===== src/design/assert_macros.svh =====
// Shared assertion macros for the design.
`ifndef ASSERT_MACROS_SVH
`define ASSERT_MACROS_SVH

// Checks a property at every rising clock edge outside of reset.
`define ASSERT_CLK(name, clk, rst_n, prop) \
    name: assert property (@(posedge clk) disable iff (!(rst_n)) (prop)) \
        else $error("concurrent assertion failed");

// Checks that a condition never holds outside of reset.
`define ASSERT_NEVER(name, clk, rst_n, cond) \
    name: assert property (@(posedge clk) disable iff (!(rst_n)) !(cond)) \
        else $error("forbidden condition seen");

`endif


===== src/design/pngu_pkg.sv =====
package pngu_pkg;

    localparam int DEF_MAX_WIDTH   = 1024;
    localparam int BYTES_PER_PIXEL = 4;
    localparam int CFG_IDX_W       = 1;
    localparam int CFG_DATA_W      = 16;
    localparam int ROW_WIDTH_W     = 11;
    localparam int HEIGHT_W        = 16;

    localparam logic [CFG_IDX_W-1:0] CFG_ROW_WIDTH    = 1'd0;
    localparam logic [CFG_IDX_W-1:0] CFG_IMAGE_HEIGHT = 1'd1;

    typedef enum logic [2:0] {
        FILT_NONE  = 3'd0,
        FILT_SUB   = 3'd1,
        FILT_UP    = 3'd2,
        FILT_AVG   = 3'd3,
        FILT_PAETH = 3'd4
    } t_filter;

    typedef struct packed {
        logic [7:0] pixel_byte;
        logic [1:0] channel;
        logic       row_end;
        logic       image_end;
        logic       bad_filter;
    } t_result;

    function automatic logic [8:0] abs10(logic signed [9:0] v);
        logic signed [9:0] n;
        n = -v;
        return v[9] ? n[8:0] : v[8:0];
    endfunction

    function automatic logic [7:0] paeth_pick(logic [7:0] a, logic [7:0] b, logic [7:0] c);
        logic [8:0] da;
        logic [8:0] db;
        logic [8:0] dc;
        da = abs10($signed({2'b00, b}) - $signed({2'b00, c}));
        db = abs10($signed({2'b00, a}) - $signed({2'b00, c}));
        dc = abs10($signed({2'b00, a}) + $signed({2'b00, b}) - $signed({1'b0, c, 1'b0}));
        if (da <= db && da <= dc) begin
            return a;
        end else if (db <= dc) begin
            return b;
        end
        return c;
    endfunction

    function automatic logic [7:0] predict(t_filter f, logic [7:0] a, logic [7:0] b,
                                           logic [7:0] c);
        logic [8:0] sum;
        logic [7:0] p;
        sum = {1'b0, a} + {1'b0, b};
        unique case (f)
            FILT_SUB:   p = a;
            FILT_UP:    p = b;
            FILT_AVG:   p = sum[8:1];
            FILT_PAETH: p = paeth_pick(a, b, c);
            default:    p = 8'd0;
        endcase
        return p;
    endfunction

endpackage


===== src/design/pngu_skid.sv =====
module pngu_skid (
    input  logic              i_clk,
    input  logic              i_rst_n,
    input  logic              i_push,
    input  pngu_pkg::t_result i_res,
    output logic              o_full,
    output logic              o_valid,
    output pngu_pkg::t_result o_res,
    input  logic              i_ready
);
    import pngu_pkg::*;

    logic    r_out_v;
    logic    r_skid_v;
    t_result r_out;
    t_result r_skid;
    logic    pop;

    assign pop = r_out_v && i_ready;

    always_ff @(posedge i_clk) begin
        if (!i_rst_n) begin
            r_out_v  <= 1'b0;
            r_skid_v <= 1'b0;
        end else if (r_skid_v) begin
            if (pop) begin
                r_out    <= r_skid;
                r_skid_v <= 1'b0;
            end
        end else if (i_push) begin
            if (!r_out_v || pop) begin
                r_out   <= i_res;
                r_out_v <= 1'b1;
            end else begin
                r_skid   <= i_res;
                r_skid_v <= 1'b1;
            end
        end else if (pop) begin
            r_out_v <= 1'b0;
        end
    end

    assign o_full  = r_skid_v;
    assign o_valid = r_out_v;
    assign o_res   = r_out;

endmodule


===== config.mk =====
export PLATFORM = sky130hd
export DESIGN_NAME = pngu_skid
export DESIGN_NICKNAME = d
export VERILOG_FILES = /design/src/design/assert_macros.svh /design/src/design/pngu_pkg.sv /design/src/design/pngu_skid.sv
export SDC_FILE = /design/constraint.sdc
export NUM_CORES = 1
export LEC_CHECK = 0
export BUFFER_PORTS_ARGS = -buffer_cell sky130_fd_sc_hd__buf_2
export CORE_MARGIN = 2
export CORE_UTILIZATION = 28
export CTS_CLUSTER_SIZE = 16
export DETAILED_ROUTE_END_ITERATION = 16
export MAX_ROUTING_LAYER = met4
export SYNTH_ARGS = -nofsm -noshare
export SYNTH_HDL_FRONTEND = slang
export SYNTH_SLANG_ARGS = --single-unit

===== constraint.sdc =====
create_clock -name i_clk -period 2.8 [get_ports i_clk]
set_input_delay 0.42 -clock i_clk [delete_from_list [all_inputs] [get_ports i_clk]]
set_output_delay 0.42 -clock i_clk [all_outputs]
set_load 0.02 [all_outputs]

* After elaboration in Yosys (flattened, before gate mapping)
Cells that the tools add are included.
** Cells by class
- Eq/ne operators :: 2
- Bitwise logic cells :: 2
- Mux-type cells :: 11
- Reductions and logical operators :: 9
** Operator list (number)
- $mux 13 :: 4
- $reduce_and 4->1 :: 2
- $mux 1 :: 7
- $reduce_bool 2->1 :: 3
- $ne 2x1->1 const B :: 2
- $reduce_and 3->1 :: 1
- $not 1->1 :: 2
- $logic_and 1x1->1 :: 1
- $logic_not 1->1 :: 1
- $logic_or 1x1->1 :: 1
** Storage, ports and cells
- Register bits after elaboration :: 28
- Logic and storage cells :: 36

* Depth between registers and ports, before layout
Gate-level depths: netlist of the first run.
- Word-level depth :: 5
- Depth in mapped cells :: 4
- Depth with buffers taken out :: 2

* Least setup slack after synthesis of the first run
No wires, ideal clock.
- Path kind :: register -> register
- Start :: reg r_skid_v, in the netlist o_full
- End :: reg r_out, in the netlist o_res[0] (enable)
- Setup time :: 0.381 ns
- Data arrival time :: 1.417 ns
- Clock period less this slack :: 1.798 ns
- Slack :: 1.002 ns
- Stages on the path, launching flop included :: 5
- Buffers on the path :: 2
- Cells stage by stage :: dfxtp_1 buf_6 buf_8 mux2i_1 nor3_2
** Between the ends
- Cells in the longest elaborated chain, start to end :: 2
** Ends and longest elaborated chain
- start, declared :: line pngu_skid.sv:14 : logic r_skid_v;
- start signal, assigned :: line pngu_skid.sv:24 : r_skid_v <= 1'b0;
- start signal, assigned :: line pngu_skid.sv:28 : r_skid_v <= 1'b0;
- start signal, assigned :: line pngu_skid.sv:36 : r_skid_v <= 1'b1;
- $ne 2x1->1 (no line) or $reduce_bool 2->1 (tied branches)
- $reduce_and 4->1 (no line) (*)
- end signal, assigned :: line pngu_skid.sv:27 : r_out <= r_skid;
- end signal, assigned :: line pngu_skid.sv:32 : r_out <= i_res;
- end, declared :: line pngu_skid.sv:15 : t_result r_out;
Every way passes the cells marked *; elsewhere a longest branch is shown, timed or not.
A chain may end at the register's enable or synchronous reset.

* Final worst setup path of the first run
- Start :: reg r_skid_v, in the netlist o_full
- End :: out o_full
** RTL lines
- end, declared :: line pngu_skid.sv:6 : output logic o_full,
No word-level cell between the ends.

==> results.cfg, run 1 <==
[clocking]
cts.root.buffer_cell = clkbuf_8
cts_tree = done
cts_inserted_buffers = 3
clock_tree.buffer_depth = 2
cts_hold_buffers = 0
clkTransAtPathRegs_ns = 0.09
postCtsResizedCells = 0
clk-insertion-delay-late_ns = 0.26
clock_sinks = 28
cts_setup_buffers = 0
ctsHtreeMaxLevel = 1

[synth]
synthesized_flop_and_latch_total = 28
edff_count_synth = 26
synth_top_cell_area_share = 0.7197
netlist-cell-type-count = 16
synth_cells = 54
syn_avg_cell_area_um2 = 20.09
synth_sequential_area_ratio = 0.7566
dominant_combinational_cell_family_by_area_after_synthesis = multiplexers
area_of_the_mapped_netlist_um2 = 1085
synth.yosys.warnings = 0
asyncSetResetFlopFracSynth = 0
post_synth_top_area_cell = edfxtp_1
synth_compound_area_frac = 0.01615
synthFlopType = edfxtp_1
synth-xor-area-share = 0
synth_nets = 71
yosys.area_share.adder = 0
synth_simple_gate_area_frac = 0.05536
synth.area.top_cells = edfxtp_1, mux2_2, dfxtp_1
synth_mux_area_frac = 0.1442

[setup_path]
critical-path-max-stage-delay_ns = 0.59
timing.reg2reg.setup_slack_ns = 1.35
r2r_end = o_res[8]
critical_path_peak_fanout = 11
crit_family = flip-flops
worstRegToRegCells = 3
critPathBufInv = 2
crit_required_ns = 2.38
worst_setup_path_end_kind = primary output
regToRegStartpoint = o_full
category_of_the_critical_setup_timing_path = reg2out
critical-path-slowest-cell = dfxtp_1
worst-endpoint-arrival_ns = 1.30
crit_chain = buf_4 > buf_2
worstSetupStartpointType = flip-flop

[cells_and_area]
finalNetCount = 108
multi_input_area_um2 = 234.0
most-common-layout-cells = buf_2, edfxtp_1, mux2_2
post-route-cell-area_um2 = 1341
post_route_cells_drive_above_1_share = 0.5889
final-seq-area_um2 = 820.8
number_of_inserted_diodes = 0
fillCellCount = 366
synthToLayoutAreaGrowth_pct = 23.65
layout.cells.most_common = buf_2

[timing]
normalized_max_slew_margin = 0.7192
final-setup-viol-count = 0
slew_viol_final = 0
final-hold-violation-count = 0
timing_worst_slew_pin_value_ns = 0.4206
finalCritPeriodShare = 0.6126
worst_clock_skew_ns = 0.003273
postLayoutSetupSlackWorst_ns = 1.085
setup-tns-final_ns = 0
grt_setup_unrepaired = false
fmax_mhz = 583.0
final_period_minus_worst_setup_slack_ns = 1.715
fin_hold_ws_ns = 0.3394

[die]
initial_utilization = 0.2941
die_area_um2 = 4388
fp_rows = 22
die_width_um = 66.25
io_pins = 32
floorplan.die.height_um = 66.25
coreArea_um2 = 3689

[drt]
detail_route.drc_violations = 0
drt.antenna.violating_nets = 0
detailroute.wirelength.met3_um = 100
drt_first_pass_iters = 3
drt_first_iter_violations = 19
maxUsedRoutingLayer = met4
route.layer.met1.wl_um = 766
num_vias = 585
route.detailed.wl_per_inst_um = 13.01
avgViaCountPerCell = 4.239
detail_route.wirelength_mm = 1.795
detailroute.wirelength.met2_um = 912

[power]
ir_drop_uv = 315.0
p_leak_nw = 0.5026
p_seq_frac = 0.620
power_report.internal_total_uw = 613.5
switching_power_uw = 167.5
power_density_nw_per_um2 = 582.3
p_sw_frac = 0.2145
share_of_total_power_in_the_clock_network = 0.273
power.combinational.fraction = 0.107

[min_path]
hp-class = in2reg
hold_path_startpoint = i_res[2]
min_delay_path_depth = 1
min_delay_worst_endpoint = r_skid[2]

[global_routing]
grt.overflow.total = 0
largest_net_degree_at_the_start_of_global_routing = 16
groute.usage.overall = 0.08552
number_of_antenna_violations_at_the_first_check_in_global_routing = 0
wire_length_of_the_first_global_routing_pass_mm = 2.656
first_global_vias = 576

[outcome]
outcome = finished clean

[placed_design]
place_worst_setup_slack_ns = 1.340
numPortBuffers = 31
post_dp_cell_area_um2 = 1296
gpl.final_weighted_congestion = 0.5812

[run]
max_cap_viol_count = 0
metrics by stage:
stage / power (mW) / util / cells
after CTS: 0.7899 / 0.3636 / 138
after global routing: 0.8143 / 0.3636 / 138
after global placement: 0.5766 / 0.3514 / 134
after floorplan: 0.5463 / - / 54
final: 0.7811 / 0.3636 / 138
after detailed placement: 0.5793 / 0.3514 / 134
routing by layer:
| metal | track usage | up-vias |
|---|---|---|
| met5 | - | - |
| met3 | 0.01874 | 2 |
| met2 | 0.1325 | 18 |
| met1 | 0.1041 | 287 |
| met4 | 0.04592 | 0 |
| li1 | - | 278 |
state kept, by name, summed over array words and instances, names as in the netlist:
register,flops
o_res,13
o_valid,1
r_skid,13
o_full,1
power groups by stage:
stage / Clock, mW / Sequential, mW / Combinational, mW
after CTS: 0.220 / 0.485 / 0.0853
final: 0.213 / 0.485 / 0.0832
after floorplan: 0 / 0.508 / 0.0382
after global routing: 0.238 / 0.487 / 0.0899
after detailed placement: 0 / 0.494 / 0.0849
after global placement: 0 / 0.495 / 0.0820
worst max-delay path by stage:
| stage | startpoint | end | slack [ns] | cells past startpoint |
|---|---|---|---|---|
| after floorplan | o_full | o_res[0] | 1.00 | 4 |
| after global placement | o_full | o_full | 1.39 | 2 |
| after detailed placement | o_full | o_res[2] | 1.34 | 3 |
| after CTS | o_full | o_full | 1.06 | 2 |
| after global routing | o_full | o_full | 0.99 | 2 |
| final | o_full | o_full | 1.08 | 2 |
final cells by class:
class	instances	area share
Sequential cell	28	0.6119
Tap cell	48	0.04478
Clock buffer	3	0.03078
Multi-Input combinational cell	23	0.1744
Clock inverter	1	0.002798
Inverter	1	0.002798
Timing Repair Buffer	34	0.1325
cell usage after synthesis, drive strengths merged, types with 2 or more instances:
master	n
buf	2
mux2	13
dfxtp	2
edfxtp	26
logic make-up after synthesis:
kind of cell / Yosys count
AOI/OAI and AO/OA: 3
and+or+nand+nor: 6
DFF: 28
muxes: 14
buffers and inverters: 3
Power figures use the tool's default switching activity.
==> run 2, diff against run 1 <==
==> constraint.sdc (replaced) <==
create_clock -name i_clk -period 1.6 [get_ports i_clk]
set_input_delay 0.24 -clock i_clk [delete_from_list [all_inputs] [get_ports i_clk]]
set_output_delay 0.24 -clock i_clk [all_outputs]
set_load 0.02 [all_outputs]
==> run 2 against run 1 <==
Against the previous run: die area unchanged; sequential share of layout area fell by 1.2 points; register-to-register slack worse by 1.1 ns; largest cell class unchanged.
==> results.cfg, run 2 (synthesized netlist as in run 1, its figures left out) <==
[drt]
avgViaCountPerCell = 4.101
route.detailed.wl_per_inst_um = 12.05
drt_first_iter_violations = 37
detail_route.wirelength_mm = 1.663
drt.antenna.violating_nets = 0
num_vias = 566
drt_first_pass_iters = 4
detail_route.drc_violations = 0

[power]
design_power_total_mw = 1.358
p_seq_frac = 0.625
p_sw_frac = 0.2067
power_density_nw_per_um2 = 990.6
power.combinational.fraction = 0.114
p_leak_nw = 0.5181
switching_power_uw = 280.7
share_of_total_power_in_the_clock_network = 0.261
power_report.internal_total_mw = 1.078
ir_drop_uv = 290.8

[global_routing]
grt.overflow.total = 0
wire_length_of_the_first_global_routing_pass_mm = 2.518
number_of_antenna_violations_at_the_first_check_in_global_routing = 0
groute.usage.overall = 0.07841
first_global_vias = 559
largest_net_degree_at_the_start_of_global_routing = 15

[die]
io_pins = 32
floorplan.die.height_um = 66.25
fp_rows = 22
die_width_um = 66.25
coreArea_um2 = 3689
die_area_um2 = 4388
initial_utilization = 0.2941

[timing]
grt_setup_unrepaired = false
timing_worst_slew_pin_value_ns = 0.2483
fmax_mhz = 751.6
normalized_max_slew_margin = 0.8298
final-hold-violation-count = 0
final-setup-viol-count = 0
setup-tns-final_ns = 0
slew_viol_final = 0
finalCritPeriodShare = 0.8316
worst_clock_skew_ns = 0.002164
final_period_minus_worst_setup_slack_ns = 1.330

[cells_and_area]
most-common-layout-cells = buf_2, edfxtp_1, mux2_2
layout.cells.non_filler = 138
layout.cells.most_common = buf_2
number_of_inserted_diodes = 0
finalNetCount = 109
post_route_cells_drive_above_1_share = 0.6111
synthToLayoutAreaGrowth_pct = 26.41

[setup_path]
worst-endpoint-arrival_ns = 1.31
timing.reg2reg.setup_slack_ns = 0.27
crit_required_ns = 1.58
worst_setup_path_end_kind = flip-flop
worstSetupStartpointType = flip-flop
category_of_the_critical_setup_timing_path = reg2reg
critical_path_peak_fanout = 13

[min_path]
hp-class = in2reg

[clocking]
clk-insertion-delay-late_ns = 0.26
clkTransAtPathRegs_ns = 0.08
cts_tree = done
cts_setup_buffers = 0
cts_inserted_buffers = 3
ctsHtreeMaxLevel = 1
postCtsResizedCells = 0
clock_sinks = 28
cts.root.buffer_cell = clkbuf_8
cts_hold_buffers = 0
clock_tree.buffer_depth = 2

[run]
max_cap_viol_count = 0

[placed_design]
gpl.final_weighted_congestion = 0.6618
detailed_place_hpwl_mm = 1.251
numPortBuffers = 31
place.detailed.instances = 135

[outcome]
outcome = finished clean
## run 2: changes by cell type in the layout (fill, tap and decap cells not counted), sizes merged
cell | previous run | this run
buf | 34 | 35
clkinv | 1 | 0
## run 2: power by group through the flow
stage	registers [mW]	clock network, mW	logic (mW)
final	0.849	0.355	0.155
after global routing	0.853	0.386	0.168
after CTS	0.850	0.371	0.157
after detailed placement	0.867	0	0.157
after global placement	0.866	0	0.154
after floorplan	0.890	0	0.0715
## run 2: worst paths after layout
path	from	to	cells past startpoint
setup reg to reg	o_full	o_res[12]	3
hold reg to reg	o_valid	o_valid	2
hold / removal	i_res[3]	r_skid[3]	1
setup / recovery	o_full	o_res[12]	3
## run 2: through the flow
step	instance area, um^2	setup WS (ns)	util	hold WS [ns]
floorplan	1099	0.01308	-	0.3329
global placement	1330	0.3038	0.3606	0.4318
detailed placement	1330	0.2590	0.3606	0.4326
CTS	1371	0.2532	0.3718	0.1571
global route	1371	0.2055	0.3718	0.1582
finish	1371	0.2695	0.3718	0.1661
## run 2: layout make-up
class	count	area [um^2]
Clock buffer	3	41.29
Fill cell	360	2317
Inverter	1	3.754
Multi-Input combinational cell	23	246.5
Sequential cell	28	822.0
Tap cell	48	60.06
Timing Repair Buffer	35	197.7
## run 2: layer usage
metal,wire length [um],GRT usage,share of wire
met1,735,0.1075,0.44
met2,829,0.1188,0.50
met3,79,0.01022,0.048
met4,18,0.03061,0.011
met5,0,-,0
## run 2: critical path, cell delays in order (launching register included)
cell and delay, ns:
dfxtp_2 0.49, mux2i_1 0.16, nor3_4 0.24, buf_12 0.17
